===== src/hdl/bhtr_ram.sv =====
// Generic single-write, single-read synchronous RAM with registered read data.
// Used for the bucket store of the hash table; no dependencies.
module bhtr_ram #(
   parameter int WIDTH = 8,
   parameter int DEPTH = 16
) (
   input  logic                       clock,
   input  logic                       wr_en,
   input  logic [$clog2(DEPTH)-1:0]   wr_addr,
   input  logic [WIDTH-1:0]           wr_data,
   input  logic                       rd_en,
   input  logic [$clog2(DEPTH)-1:0]   rd_addr,
   output logic [WIDTH-1:0]           rd_data
);

   logic [WIDTH-1:0] mem [DEPTH];
   logic [WIDTH-1:0] rd_data_ff;

   // Write port.
   always_ff @(posedge clock) begin
      if (wr_en) begin
         mem[wr_addr] <= wr_data;
      end
   end

   // Read port; data holds while no read is issued.
   always_ff @(posedge clock) begin
      if (rd_en) begin
         rd_data_ff <= mem[rd_addr];
      end
   end

   assign rd_data = rd_data_ff;

endmodule


===== config.mk =====
export PLATFORM = sky130hd
export DESIGN_NAME = bhtr_ram
export DESIGN_NICKNAME = d
export VERILOG_FILES = /design/src/hdl/bhtr_ram.sv
export SDC_FILE = /design/constraint.sdc
export NUM_CORES = 1
export LEC_CHECK = 0
export BUFFER_PORTS_ARGS = -buffer_cell sky130_fd_sc_hd__buf_2
export CORE_MARGIN = 2
export CORE_UTILIZATION = 45
export DETAILED_ROUTE_END_ITERATION = 8
export PLACE_DENSITY = 0.62
export SLEW_MARGIN = 20
export SYNTH_ARGS = -nofsm -noshare
export SYNTH_HDL_FRONTEND = slang
export SYNTH_SLANG_ARGS = --single-unit

===== constraint.sdc =====
create_clock -name clock -period 1.8 [get_ports clock]
set_input_delay 0.18 -clock clock [delete_from_list [all_inputs] [get_ports clock]]
set_output_delay 0.18 -clock clock [all_outputs]
set_load 0.01 [all_outputs]

After elaboration in Yosys (flattened, before gate mapping):

Memory sizes are Yosys's and may differ from the RTL's. A register that Yosys moved wholly into a read port is not among the register bits.
Cells that the tools add are included.

* mux-type cells: 2

Operators by type and width (count)
* 2-to-1 mux 1 bit: 2

* register bits: 0
* bits in writable memories: 128
* input port bits: 19
* memories kept: 1

Memories
* mem: depth 16, width 8, rd ports 1, clocked after Yosys merged registers in 1, wr ports 1, RTL line 16 `logic [WIDTH-1:0] mem [DEPTH];`

Longest topological paths before layout:

* depth after elaboration: 2
* depth in mapped cells: 5

Least setup slack after synthesis:

Ideal clock, no wire load.

* kind: in2reg
* start point: in wr_addr[2]
* end point: mem mem[0][0], enable pin
* library setup time: 383 ps
* data arrival time: 1290 ps
* data required time: 1417 ps
* slack: 127 ps
* stages: 2
* buffers on the path: 0
* cells stage by stage: or3b_2 -> nor3_1

RTL lines
* start, declared: RTL line 9 `input logic [$clog2(DEPTH)-1:0] wr_addr,`
* end, declared: RTL line 16

No word-level cell before the write port.

==> results.ini <==
[detailed_routing]
first_pass_iters=4
drc=0
vias_per_cell=5.46
finalWirelength_microns=9720
via_count=2392
ant_nets=0
dr.first_iter.drc_count=200
avgRoutedWirePerCell_microns=22.2

[floorplan]
core-area_sq_um=11400
die_h_microns=112
die_w_microns=112
rows=39
start_util_pct=46.0
dieArea_sq_um=12500
io_pins=27

[setup_path]
crit_path_end_kind=flip-flop
slowest_delay_ns=0.50
crit_path_start_kind=flip-flop
path_buf_inv=0
reg2reg_to=rd_data[1]
crit_fanout=1
cpMaxStageDelayCell=mux4_1
cp.depth=3
worst_ep_required_time_ns=1.95
reg2reg_setup_slack_ns=0.30
crit_chain=mux4_1, a22oi_1, nand2_1
crit_family=multiplexers
r2r_start=mem[1][1]
worstSetupPathType=flip-flop to flip-flop
r2r_cells=3
crit_arrival_ns=1.65

[timing]
tightest_slew_ns=0.391
period_minus_slack_ns=1.50
fin_ws_ns=0.300
timing.setup.tns_ns=0
maxSlewHeadroom_pct=74.0
max_freq_mhz=667
rsz0062_at_grt=no
setup_viol=0
finClkSkew_ns=0.00460
period_share_pct=83.3
hold_viol_final=0
timing.final.max_slew_violations=0

[global_routing]
grt_max_degree=33
use_met2_pct=26.2
grtUsageMet3_pct=4.79
grt_pass1_vias=2516
overflow=0
grtUsageMet1_pct=23.3
top_usage_layer=met2
antenna_found_initial=0
grt_use_total_pct=17.0
grt_first_pass_wirelength_microns=15100

[synth]
ys_top_cells_by_area=edfxtp_1 78%, mux4_2 7.8%, mux4_1 7.0%
yosysSeqAreaShare_pct=78.1
ys_warn_count=0
synth_edf_count=136
syn-mean-instance-area_sq_um=22.8
synth_top_cell_by_area=edfxtp_1
async_reset_ff_share_pct=0
netlist_instances=229
ys_top_cells_by_count=136 x edfxtp_1, 18 x mux4_2, 16 x a22oi_1
synth_area_sq_um=5230
synth_top_flop_cell=edfxtp_1
synth.distinct_cells=18
yosysTopAreaCellShare_pct=78.1
yosysMostFrequentCell=edfxtp_1
synth-seq-cells=136
synthesis.nets=248

[finish]
instances_no_fill=438
fin_area_sq_um=6130
antennaDiodeCount=0
nets=305
syn2layout_area_growth_pct=17.2
drive_gt1_share_pct=30.5
final_core_util_pct=53.9

[placement]
dpl_cell_area_sq_um=5650
port_buffers=26
place_inst=410
dpl_worst_slack_ns=0.0433
gp_congestion=0.765
dp.final_hpwl_microns=6290

[job]
max_cap_viol_count=0

[power]
max-vdd-ir-drop_v=0.000648
p_per_area_nw_per_um2=1100
p_leak_nw=2.08

[clock_tree]
clock_path_buffers=2
htree_levels=4
postCtsSetupBuffers=0
numCtsBuffers=17
clk_pin_slew_worst_paths_ns=0.05
cts_tree=done
ctsResizeCount=0
root_buffer=clkbuf_16
cts.sinks=136
clkLatencyLatePin_ns=0.40
cts_hold_buffers=0

[worst_hold_path]
holdPathEnd=rd_data[3]
min_path_cells=1
min_from=rd_en
hold_path.class=input port to flip-flop

[status]
status=finished clean

how the worst max path moves through the flow:
stage | slack, ns | end | start
3_5_place_dp | 0.04 | rd_data[1] | rd_addr[0]
2_1_floorplan | 0.13 | mem[0][0] | wr_addr[2]
5_1_grt | 0.25 | rd_data[1] | mem[5][1]
6_report | 0.30 | rd_data[1] | mem[1][1]
3_3_place_gp | 0.05 | rd_data[1] | rd_addr[0]
4_1_cts | 0.30 | rd_data[1] | mem[1][1]
kinds of logic (layout without fill, tap and decap cells):
| family | Yosys count | after routing | synth area share, % |
|---|---|---|---|
| compound gates | 16 | 16 | 2.30 |
| buf+inv | 10 | 76 | 1.65 |
| flops | 136 | 136 | 78.1 |
| mux | 32 | 32 | 14.8 |
| simple gates | 35 | 35 | 3.14 |
metal layers:
metal  part of all wire (%)  wire, microns
met1                     44           4300
met4                    1.6            155
met3                    4.6            451
met2                     50           4810
met5                      0              0
area by class of cell:
type                       instances  area [sq um]
clock buffer                      21           440
sequential                       136          4080
tap                              143           179
timing repair buffer              48           333
multi-input combinational         83          1060
clock inverter                     7          33.8
fill                             882          5240
flip-flops by register name, summed over array words and instances, names as in the netlist:
register and count:
mem 128, rd_data 8
power breakdown:
part           internal, mW  switching [mW]  leakage [nW]
Combinational         0.147           0.186         0.603
Clock                  1.70            1.14         0.239
Sequential             3.57          0.0189          1.24
worst register-to-register path, stage by stage, from the launching register on:
cell	delay, ns
edfxtp_1	0.35
mux4_1	0.50
a22oi_1	0.31
nand2_1	0.09
per-stage QoR:
stage	power, mW	hold slack, ns
3_3_place_gp	3.99	0.570
4_1_cts	6.82	0.145
5_1_grt	6.99	0.155
6_report	6.76	0.156
2_1_floorplan	3.84	0.279
3_5_place_dp	3.99	0.579
layout by cell type (no fill, tap or decap):
cell type / count
a22oi_1: 16
and2_1: 1
and2b_1: 1
buf_12: 3
buf_2: 26
buf_4: 19
clkbuf_1: 4
clkbuf_16: 17
clkinv_1: 1
clkinv_2: 6
edfxtp_1: 136
mux4_1: 14
mux4_2: 18
nand2_1: 9
nand2b_1: 2
nand3_1: 1
nand3b_1: 2
nor2_1: 13
nor2b_1: 1
nor3_1: 4
or3b_2: 1
Note: power is estimated with default switching activity, not from simulation.
